[config.mk]
export PLATFORM = sky130hd
export DESIGN_NAME = led_blink_pulse_pattern_generator_unit
export DESIGN_NICKNAME = d
export VERILOG_FILES = /design/src/lbp_pkg.sv /design/src/lbp_cfg_regs.sv /design/src/lbp_core.sv /design/src/led_blink_pulse_pattern_generator_unit.sv
export SDC_FILE = /design/constraint.sdc
export NUM_CORES = 1
export LEC_CHECK = 0
export ABC_AREA = 1
export BUFFER_PORTS_ARGS = -buffer_cell sky130_fd_sc_hd__buf_2
export CAP_MARGIN = 25
export CORE_MARGIN = 2
export CORE_UTILIZATION = 55
export CTS_CLUSTER_DIAMETER = 50
export DETAILED_ROUTE_END_ITERATION = 8
export HOLD_SLACK_MARGIN = 0.15
export PLACE_DENSITY = 0.8
export SLEW_MARGIN = 20
export SYNTH_ARGS = -nofsm -noshare
export SYNTH_HDL_FRONTEND = slang
export SYNTH_HIERARCHICAL = 1
export SYNTH_SLANG_ARGS = --single-unit
[constraint.sdc]
create_clock -name i_clk -period 3.1 [get_ports i_clk]
set_clock_uncertainty 0.05 [all_clocks]
set_input_delay 0.465 -clock i_clk [delete_from_list [all_inputs] [get_ports i_clk]]
set_output_delay 0.465 -clock i_clk [all_outputs]
set_load 0.02 [all_outputs]
[src/lbp_pkg.sv]
// Shared types and constants for the LED blink/pulse pattern generator.
// No dependencies; imported by every module under src.
`timescale 1ns / 1ps

package lbp_pkg;

    // Elapsed-time counter width and fade step size
    localparam int TIMER_WIDTH = 16;
    localparam int FADE_STEP   = 5;

    localparam int IVL_WIDTH = 16;
    localparam int CMP_WIDTH = (TIMER_WIDTH > IVL_WIDTH) ? TIMER_WIDTH : IVL_WIDTH;

    localparam logic [7:0] DUTY_MAX = 8'd255;
    localparam logic [7:0] DUTY_MIN = 8'd0;

    // Item kinds
    localparam logic [1:0] MODE_TICK       = 2'd0;
    localparam logic [1:0] MODE_SET_PAT    = 2'd1;
    localparam logic [1:0] MODE_SET_BRIGHT = 2'd2;

    // Pattern codes
    localparam logic [2:0] PAT_OFF   = 3'd0;
    localparam logic [2:0] PAT_ON    = 3'd1;
    localparam logic [2:0] PAT_SLOW  = 3'd2;
    localparam logic [2:0] PAT_FAST  = 3'd3;
    localparam logic [2:0] PAT_PULSE = 3'd4;

    // Configuration register indexes
    localparam logic [1:0] CFG_SLOW_IVL  = 2'd0;
    localparam logic [1:0] CFG_FAST_IVL  = 2'd1;
    localparam logic [1:0] CFG_PULSE_IVL = 2'd2;

    localparam logic [IVL_WIDTH-1:0] SLOW_IVL_RST  = 16'd1000;
    localparam logic [IVL_WIDTH-1:0] FAST_IVL_RST  = 16'd200;
    localparam logic [IVL_WIDTH-1:0] PULSE_IVL_RST = 16'd20;

    typedef struct packed {
        logic [1:0] mode;
        logic [2:0] pattern;
        logic [7:0] brightness_value;
    } t_in_item;

    typedef struct packed {
        logic       led_level;
        logic [7:0] pwm_duty;
        logic       pwm_active;
        logic       pin_written;
        logic       pattern_active;
    } t_out_item;

    typedef struct packed {
        logic [IVL_WIDTH-1:0] slow_ivl;
        logic [IVL_WIDTH-1:0] fast_ivl;
        logic [IVL_WIDTH-1:0] pulse_ivl;
    } t_cfg;

endpackage

[src/lbp_cfg_regs.sv]
// Interval configuration registers of the LED pattern generator.
// Depends on lbp_pkg for register indexes, reset values and the t_cfg struct.
`timescale 1ns / 1ps

module lbp_cfg_regs (
    input  logic                     i_clk,
    input  logic                     i_rst_n,
    input  logic                     i_wr_en,
    input  logic [1:0]               i_wr_index,
    input  logic [lbp_pkg::IVL_WIDTH-1:0] i_wr_data,
    output lbp_pkg::t_cfg            o_cfg
);
    import lbp_pkg::*;

    t_cfg r_cfg;

    always_ff @(posedge i_clk) begin
        if (!i_rst_n) begin
            r_cfg.slow_ivl  <= SLOW_IVL_RST;
            r_cfg.fast_ivl  <= FAST_IVL_RST;
            r_cfg.pulse_ivl <= PULSE_IVL_RST;
        end else if (i_wr_en) begin
            unique case (i_wr_index)
                CFG_SLOW_IVL:  r_cfg.slow_ivl  <= i_wr_data;
                CFG_FAST_IVL:  r_cfg.fast_ivl  <= i_wr_data;
                CFG_PULSE_IVL: r_cfg.pulse_ivl <= i_wr_data;
                default: ;  // unmapped index, write dropped
            endcase
        end
    end

    assign o_cfg = r_cfg;

endmodule

[src/lbp_core.sv]
// Pattern state and per-word update logic: timer, blink toggle, fade ramp.
// Depends on lbp_pkg; driven from the input register of the top level.
`timescale 1ns / 1ps

module lbp_core (
    input  logic               i_clk,
    input  logic               i_rst_n,
    input  logic               i_en,
    input  lbp_pkg::t_in_item  i_item,
    input  lbp_pkg::t_cfg      i_cfg,
    output lbp_pkg::t_out_item o_result
);
    import lbp_pkg::*;

    localparam logic [TIMER_WIDTH-1:0] TIMER_MAX = {TIMER_WIDTH{1'b1}};
    localparam logic [8:0] STEP9 = 9'(FADE_STEP);
    localparam logic [7:0] STEP8 = 8'(FADE_STEP);

    logic [2:0]             r_pattern, n_pattern;
    logic [TIMER_WIDTH-1:0] r_elapsed, n_elapsed;
    logic                   r_level, n_level;
    logic [7:0]             r_duty, n_duty;
    logic                   r_rising, n_rising;
    logic                   r_pwm, n_pwm;
    logic                   w_wrote;

    logic [TIMER_WIDTH-1:0] w_elapsed_inc;
    logic [IVL_WIDTH-1:0]   w_ivl;
    logic                   w_due;
    logic [8:0]             w_duty_up;

    always_comb begin
        w_elapsed_inc = (r_elapsed == TIMER_MAX) ? r_elapsed : r_elapsed + 1'b1;
        w_ivl = (r_pattern == PAT_SLOW) ? i_cfg.slow_ivl :
                (r_pattern == PAT_FAST) ? i_cfg.fast_ivl : i_cfg.pulse_ivl;
        w_due = CMP_WIDTH'(w_elapsed_inc) >= CMP_WIDTH'(w_ivl);
        w_duty_up = {1'b0, r_duty} + STEP9;
    end

    always_comb begin
        n_pattern = r_pattern;
        n_elapsed = r_elapsed;
        n_level   = r_level;
        n_duty    = r_duty;
        n_rising  = r_rising;
        n_pwm     = r_pwm;
        w_wrote   = 1'b0;
        unique case (i_item.mode)
            MODE_TICK: begin
                n_elapsed = w_elapsed_inc;
                if ((r_pattern == PAT_SLOW || r_pattern == PAT_FAST) && w_due) begin
                    n_level   = ~r_level;
                    n_pwm     = 1'b0;
                    w_wrote   = 1'b1;
                    n_elapsed = '0;
                end else if (r_pattern == PAT_PULSE && w_due) begin
                    if (r_rising) begin
                        if (w_duty_up >= {1'b0, DUTY_MAX}) begin
                            n_duty   = DUTY_MAX;
                            n_rising = 1'b0;
                        end else begin
                            n_duty = w_duty_up[7:0];
                        end
                    end else begin
                        // falling: clamp when the step would reach or pass zero
                        if (r_duty <= STEP8) begin
                            n_duty   = DUTY_MIN;
                            n_rising = 1'b1;
                        end else begin
                            n_duty = r_duty - STEP8;
                        end
                    end
                    n_pwm     = 1'b1;
                    w_wrote   = 1'b1;
                    n_elapsed = '0;
                end
            end
            MODE_SET_PAT: begin
                if (i_item.pattern <= PAT_PULSE && i_item.pattern != r_pattern) begin
                    n_pattern = i_item.pattern;
                    n_elapsed = '0;
                    if (i_item.pattern == PAT_OFF || i_item.pattern == PAT_ON) begin
                        n_level = (i_item.pattern == PAT_ON);
                        n_pwm   = 1'b0;
                        w_wrote = 1'b1;
                    end else if (i_item.pattern == PAT_PULSE) begin
                        n_duty   = DUTY_MIN;
                        n_rising = 1'b1;
                    end
                end
            end
            MODE_SET_BRIGHT: n_duty = i_item.brightness_value;
            default: ;  // reserved mode: state unchanged
        endcase
    end

    always_ff @(posedge i_clk) begin
        if (!i_rst_n) begin
            r_pattern <= PAT_OFF;
            r_elapsed <= '0;
            r_level   <= 1'b0;
            r_duty    <= DUTY_MIN;
            r_rising  <= 1'b1;
            r_pwm     <= 1'b0;
        end else if (i_en) begin
            r_pattern <= n_pattern;
            r_elapsed <= n_elapsed;
            r_level   <= n_level;
            r_duty    <= n_duty;
            r_rising  <= n_rising;
            r_pwm     <= n_pwm;
        end
    end

    always_comb begin
        o_result.led_level      = n_level;
        o_result.pwm_duty       = n_duty;
        o_result.pwm_active     = n_pwm;
        o_result.pin_written    = w_wrote;
        o_result.pattern_active = (n_pattern != PAT_OFF);
    end

    a_pulse_restart: assert property (@(posedge i_clk) disable iff (!i_rst_n)
        (i_en && i_item.mode == MODE_SET_PAT && i_item.pattern == PAT_PULSE
         && r_pattern != PAT_PULSE) |=> (r_duty == DUTY_MIN && r_rising))
        else $error("pulse entry did not restart fade");

    a_write_clears_timer: assert property (@(posedge i_clk) disable iff (!i_rst_n)
        (i_en && w_wrote) |=> (r_elapsed == '0))
        else $error("pin write left elapsed counter running");

    a_timer_saturates: assert property (@(posedge i_clk) disable iff (!i_rst_n)
        (i_en && i_item.mode == MODE_TICK && r_pattern == PAT_ON
         && r_elapsed == TIMER_MAX) |=> (r_elapsed == TIMER_MAX))
        else $error("elapsed counter wrapped");

    a_hold_when_idle: assert property (@(posedge i_clk) disable iff (!i_rst_n)
        !i_en |=> ($stable(r_pattern) && $stable(r_elapsed) && $stable(r_duty)))
        else $error("state changed without a word");

endmodule

[src/led_blink_pulse_pattern_generator_unit.sv]
// Top level of the LED blink/pulse pattern generator: handshake registers around lbp_core.
// Depends on lbp_pkg, lbp_cfg_regs and lbp_core.
`timescale 1ns / 1ps

// LED pattern engine. Each input word is a tick, a pattern change
// (off, on, slow blink, fast blink, pulse) or a brightness setting, and
// yields exactly one result word describing the LED afterwards. Throughput
// is one word per clock while the output side does not hold off; the path
// holds two register stages (input register, then the pattern update
// feeding the result register). The only feedback loop is the pattern
// state itself (timer increment, interval compare, fade step), so
// back-to-back words never stall unless the output side holds off. The
// output register frees the input side: a new word is taken while a finished
// result still waits as long as the input register is empty or the output
// slot drains in the same cycle. Interval registers are written through the
// cfg channel (index 0 slow, 1 fast, 2 pulse; index 3 is ignored), which is
// always ready; write them only while no word is in flight.

module led_blink_pulse_pattern_generator_unit (
    input  logic                  i_clk,
    input  logic                  i_rst_n,
    input  logic                  i_in_valid,
    output logic                  o_in_ready,
    input  lbp_pkg::t_in_item     i_in_item,
    output logic                  o_out_valid,
    input  logic                  i_out_ready,
    output lbp_pkg::t_out_item    o_out_item,
    input  logic                  i_cfg_valid,
    output logic                  o_cfg_ready,
    input  logic [1:0]            i_cfg_index,
    input  logic [lbp_pkg::IVL_WIDTH-1:0] i_cfg_data
);
    import lbp_pkg::*;

    logic      r_in_valid;
    t_in_item  r_in_item;
    logic      r_out_valid;
    t_out_item r_out_item;

    logic      w_advance;   // word in input reg moves through the core this cycle
    logic      w_in_take;
    t_cfg      w_cfg;
    t_out_item w_result;

    // Output slot is free when empty or being drained this cycle
    assign w_advance   = r_in_valid && (!r_out_valid || i_out_ready);
    assign o_in_ready  = !r_in_valid || w_advance;
    assign w_in_take   = i_in_valid && o_in_ready;
    assign o_cfg_ready = 1'b1;

    lbp_cfg_regs u_cfg (
        .i_clk      (i_clk),
        .i_rst_n    (i_rst_n),
        .i_wr_en    (i_cfg_valid),
        .i_wr_index (i_cfg_index),
        .i_wr_data  (i_cfg_data),
        .o_cfg      (w_cfg)
    );

    lbp_core u_core (
        .i_clk    (i_clk),
        .i_rst_n  (i_rst_n),
        .i_en     (w_advance),
        .i_item   (r_in_item),
        .i_cfg    (w_cfg),
        .o_result (w_result)
    );

    // Valid flags
    always_ff @(posedge i_clk) begin
        if (!i_rst_n) begin
            r_in_valid  <= 1'b0;
            r_out_valid <= 1'b0;
        end else begin
            if (w_in_take) begin
                r_in_valid <= 1'b1;
            end else if (w_advance) begin
                r_in_valid <= 1'b0;
            end
            if (w_advance) begin
                r_out_valid <= 1'b1;
            end else if (i_out_ready) begin
                r_out_valid <= 1'b0;
            end
        end
    end

    // Payload, no reset
    always_ff @(posedge i_clk) begin
        if (w_in_take) begin
            r_in_item <= i_in_item;
        end
        if (w_advance) begin
            r_out_item <= w_result;
        end
    end

    assign o_out_valid = r_out_valid;
    assign o_out_item  = r_out_item;

    a_in_stalls: assert property (@(posedge i_clk) disable iff (!i_rst_n)
        (r_in_valid && r_out_valid && !i_out_ready) |-> !o_in_ready)
        else $error("input taken while both stages blocked");

    a_result_follows: assert property (@(posedge i_clk) disable iff (!i_rst_n)
        w_advance |=> r_out_valid)
        else $error("advanced word produced no result");

    a_no_phantom: assert property (@(posedge i_clk) disable iff (!i_rst_n)
        (!r_in_valid && !r_out_valid) |=> !r_out_valid)
        else $error("result appeared without a word");

endmodule
After elaboration in Yosys (flattened, before gate mapping)
Cells that the tools add are included.

operators by class
  equality and inequality tests = 16
  add/sub/neg operators = 3
  reduce and logical (&&, ||, !) cells = 23
  muxes and demuxes = 45
  magnitude comparators = 4
  bitwise logic cells = 1

operators with widths
  cell                                                                                  count
  16-bit 2-to-1 mux                                                                     6
  8-bit 2-to-1 mux                                                                      8
  16-bit one-hot mux with 2 select lines                                                1
  8-bit one-hot mux with 3 select lines                                                 1
  1-bit 2-to-1 mux                                                                      23
  16-bit by 1-bit adder with 16-bit output (second input constant)                      1
  16-bit == test (second input constant)                                                1
  16-bit greater-or-equal comparator                                                    1
  8-bit by 3-bit adder with 9-bit output (second input constant)                        1
  9-bit by 8-bit greater-or-equal comparator with 1-bit output (second input constant)  1
  8-bit by 3-bit less-or-equal comparator with 1-bit output (second input constant)     1
  1-bit one-hot mux with 2 select lines                                                 4
  8-bit by 3-bit subtractor with 8-bit output (second input constant)                   1
  7-bit AND reduction                                                                   1
  3-bit by 2-bit == test with 1-bit output (second input constant)                      2
  3-bit == test (second input constant)                                                 2
  3-bit 2-to-1 mux                                                                      2
  2-bit by 1-bit != test with 1-bit output (second input constant)                      3
  2-bit AND reduction                                                                   3
  2-bit nonzero test                                                                    3
  1-bit logical AND                                                                     5
  2-bit by 1-bit == test with 1-bit output (second input constant)                      2
  2-bit == test (second input constant)                                                 2
  2-bit zero test                                                                       2
  10 further kinds                                                                      15

word-level totals
  output and inout bits = 15
  register bits = 105

Logic depth before layout (Yosys ltp)
  depth in word-level cells = 8
  mapped depth = 25
  depth with buffers taken out = 24

By module
The synthesis kept the hierarchy.

modules (own cells, without submodules)
  module                                  area an instance (µm²)  times used  cells each
  lbp_core                                3315.7                  1           551
  lbp_cfg_regs                            1984.4                  1           290
  led_blink_pulse_pattern_generator_unit  857.1                   1           40

Least setup slack after synthesis
OpenSTA, ideal clock, no wires.

  path type = flip-flop to flip-flop
  start point = register u_core.r_elapsed[0]
  end point = register r_out_item (netlist bit o_out_item[2]), data pin
  stages on the path, launching flop included = 25
  slack = -88 ps
  required time = 2799 ps
  data arrival time = 2887 ps
  path through = dfxtp_1 ha_1 nand2_1 nor2_2 nand3_2 nor2_2 nand2_2 inv_4 nor3_2 nand2_1 xnor2_1 ha_1 a21oi_1 nor2_1 nor3_1 nand2_1 nand2_1 nand3_1 nand2_1 buf_2 nand2_1 nand3_1 o21ai_0 o21a_1 buf_4

between the ends
  longest elaborated chain between the ends = 7
  elaborated cells between the ends (all ways) = 9
  those cells by class = add/sub (1); order compare (1); eq/ne (1); mux (4); reduce/logical (2)

RTL lines
  element                                                                            line                                          source
  from (decl)                                                                        lbp_core.sv:20                                logic [TIMER_WIDTH-1:0] r_elapsed, n_elapsed;
  from (signal assigned)                                                             lbp_core.sv:107                               r_elapsed <= n_elapsed;
  16-bit by 1-bit adder with 16-bit output / 16-bit == test (equally long branches)  lbp_core.sv:33                                w_elapsed_inc = (r_elapsed == TIMER_MAX) ? r_elapsed : r_elapsed + 1'b1;
  16-bit 2-to-1 mux *                                                                lbp_core.sv:33
  16-bit greater-or-equal comparator *                                               lbp_core.sv:36                                w_due = CMP_WIDTH'(w_elapsed_inc) >= CMP_WIDTH'(w_ivl);
  1-bit logical AND                                                                  lbp_core.sv:56                                end else if (r_pattern == PAT_PULSE && w_due) begin
  1-bit 2-to-1 mux                                                                   lbp_core.sv:56
  1-bit 2-to-1 mux *                                                                 lbp_core.sv:51                                if ((r_pattern == PAT_SLOW || r_pattern == PAT_FAST) && w_due) begin
  1-bit one-hot mux with 2 select lines *                                            lbp_core.sv:48                                unique case (i_item.mode)
  net u_core.n_pwm                                                                   lbp_core.sv:24                                logic r_pwm, n_pwm;
  to (signal assigned)                                                               led_blink_pulse_pattern_generator_unit.sv:94  r_out_item <= w_result;
  to (decl)                                                                          led_blink_pulse_pattern_generator_unit.sv:38  t_out_item r_out_item;

Mark *: on every way through the listed nets, which the timed path passes. The rest lies on a longest branch.
A chain may end at the register's enable or synchronous reset.

==> impl_metrics.tcl <==
set metrics [dict create \
    clock-sinks 105 \
    worstSetupPathType "reg2reg" \
    violations "setup timing" \
    routed-via-count 5900 \
    path_max_fanout 4 \
    io_buffers 49 \
    grt_pass1_wl_um 24300 \
    finalHoldViolCount 0 \
    slew_headroom_pct 36.9 \
    post-dp-hpwl_um 10300 \
    stdcell_area_um2 7240 \
    io_pins 51 \
    cts_tree "done" \
    setup_ws_ps -195 \
    drt_first_iter_violations 508 \
    syn_area_per_cell_um2 6.99 \
    firstDrtPassIters 6 \
    antenna_found_initial 0 \
    worst_slew_pin_slew_ps 941 \
    clk_pin_slew_worst_paths_ps 110 \
    syn_inst 881 \
    ys.flop_type "dfxtp_1" \
    gp_congestion 0.938 \
    grt_overflow_total 0 \
    wire_per_inst_um 14.5 \
    n_antenna_cell 0 \
    fin_nets 1005 \
    max_freq_ghz 0.303 \
    finalMaxSlewViolations 0 \
    fp.dieArea_um2 12100 \
    cp-start-kind "flip-flop" \
    start_util_pct 56.6 \
    rsz0062_at_grt "yes" \
    fp.coreArea_um2 10900 \
    fin_cells 1093 \
    die_y_um 110 \
    synth_top_cell_by_area "dfxtp_1" \
    cp-end-kind "flip-flop" \
    dpl.cell_count 1063 \
    netlist_top_cells_area "dfxtp_1, nand2_1, edfxtp_1" \
    fillers 888 \
    synth.distinct_cells 44 \
    crit_required_ps 3160 \
    ir_drop_uv 266 \
    cts_root_buffer "clkbuf_8" \
    finalSetupViolCount 26 \
    clk_latency_ps 380 \
    synthArstFlopShare_pct 0 \
    drive_above_1_share_pct 22.5 \
    yosysSeqAreaShare_pct 38.2 \
    fin_crit_ps 3290 \
    routed_wl_um 15800 \
    post-route-period-util_pct 106 \
    synth_edf_count 25 \
    power.density_nw_per_um2 395 \
    syn_to_final_growth_pct 17.6 \
    synth_top_area_share_pct 26.0 \
    grt.total_usage_pct 25.4 \
    yosys-top-cells-count "nand2_1, inv_1, nor2_1, dfxtp_1" \
    yosysMostFrequentCell "nand2_1" \
    tns_ps -1910 \
    grt_pass1_vias 5105 \
    placed_area_um2 6610 \
    arrival_ps 3350 \
    run_status "complete, but fails checks" \
    cts_max_level 3 \
    ant_nets 0 \
    rows 38 \
    utilization_pct 66.5 \
    die_width_um 110 \
    netlist_area_um2 6160 \
    grt_max_degree 53 \
    hp-class "in2reg" \
    viasPerCell 5.40 \
    syn_nets 938 \
    maxCapViolCount 0 \
    p_leak_nw 3.60 \
    drc 0 \
    ctsHoldBuffers 0 \
    cts_buffers 9 \
    cts_buffer_depth 2 \
    ys_warn_count 6 \
    ys_ff_latch 105 \
]
[metal layers]
metal	vias to the layer above	global-route usage (%)	part of all wire, %
li1	2974	-	-
met1	2679	36.9	45
met2	225	39.5	46
met3	22	4.03	7.5
met4	0	6.42	1.5
met5	-	0	0
[stage by stage]
stage,hold slack (ps),worst slack [ps],power (mW)
floorplan,379,2.88,1.87
global placement,388,9.82,2.00
detailed placement,394,-89.9,2.00
CTS,200,5.27,2.82
global route,183,-320,2.98
finish,198,-195,2.86
[state kept, by name, indices dropped and copies added (netlist names)]
signal / flops
u_cfg/o_cfg: 48
r_in_item: 13
u_core/r_duty: 8
u_core/r_rising: 1
u_core/r_pattern: 3
u_core/r_level: 1
u_core/r_pwm: 1
o_out_valid: 1
r_in_valid: 1
o_out_item: 12
u_core/r_elapsed: 16
[worst max-delay path: stages (launching register included)]
cell and delay (ps):
dfxtp_4 400, nand3_4 90, nor4_4 300, nand2_2 120, buf_6 140, nor3_4 160, xor2_1 250, ha_1 310
a21oi_2 140, o21ai_1 70, a21oi_1 190, nand3_2 120, nand2_2 90, buf_6 140, inv_1 80, o21ai_1 200
o21ai_1 160
[cell families (layout without fill, tap and decap cells)]
logic type               count (synthesis)  count (layout)  share of synthesized area [%]
other                                    1               1                         0.0609
adder cells (fa/ha/maj)                 21              21                           4.27
AND/OR/NAND/NOR                        464             464                           33.2
buffers and inverters                  158             230                           10.5
AO/OA/AOI/OAI                          123             123                           12.4
flip-flops                             105             105                           38.2
XOR/XNOR                                 9               9                           1.28
[layout make-up]
class | instances | area (um^2) | area share [%]
repair inverters | 1 | 7.51 | 0.104
well taps | 140 | 175 | 2.42
flip-flops and latches | 105 | 2360 | 32.7
clock buffers | 10 | 128 | 1.76
inverters | 126 | 485 | 6.71
repair buffers | 87 | 558 | 7.71
clock inverters | 6 | 57.6 | 0.795
multi-input cells | 618 | 3460 | 47.8
[repair_timing]
| item | 4_1_cts | 5_1_grt |
|---|---|---|
| pin swaps | 6 | 25 |
| setup endpoints to repair | 36 | 38 |
| gates cloned | 1 | 0 |
| gates resized for setup | 9 | 84 |
| buffers inserted | 5 | 8 |
| endpoints found under the hold margin | 0 | 0 |
[cell usage in the layout, fill, tap and decap left out, drive strengths merged]
cell / n
a32oi: 8
a221oi: 9
o21a: 2
xnor2: 5
dfxtp: 80
conb: 1
nor3: 12
o31a: 2
xor2: 4
a31oi: 3
o22ai: 2
edfxtp: 25
nand3: 69
buf: 87
nor2: 110
clkinvlp: 1
nor4: 1
clkbuf: 10
or2: 1
inv: 129
o21ai: 18
nand4: 16
a22o: 4
clkinv: 3
a21oi: 71
ha: 21
nand2: 255
o211ai: 4
[final timing paths]
| check | start | to | slack, ps | depth (start not counted) |
|---|---|---|---|---|
| worst min-delay path | i_in_item[1] | r_in_item[1] | 200 | 1 |
| worst max-delay path | u_core/r_elapsed[0] | o_out_item[1] | -190 | 16 |
| worst max register to register | u_core/r_elapsed[0] | o_out_item[1] | -190 | 16 |
| worst min register to register | u_cfg/o_cfg[2] | u_cfg/o_cfg[2] | 420 | 2 |
[power breakdown]
part	internal (mW)	switching (mW)	leakage, nW
Sequential	1.47	0.0535	0.900
Combinational	0.172	0.324	2.61
Clock	0.313	0.524	0.0953
Total	1.96	0.901	3.60
Power figures use the tool's default switching activity.
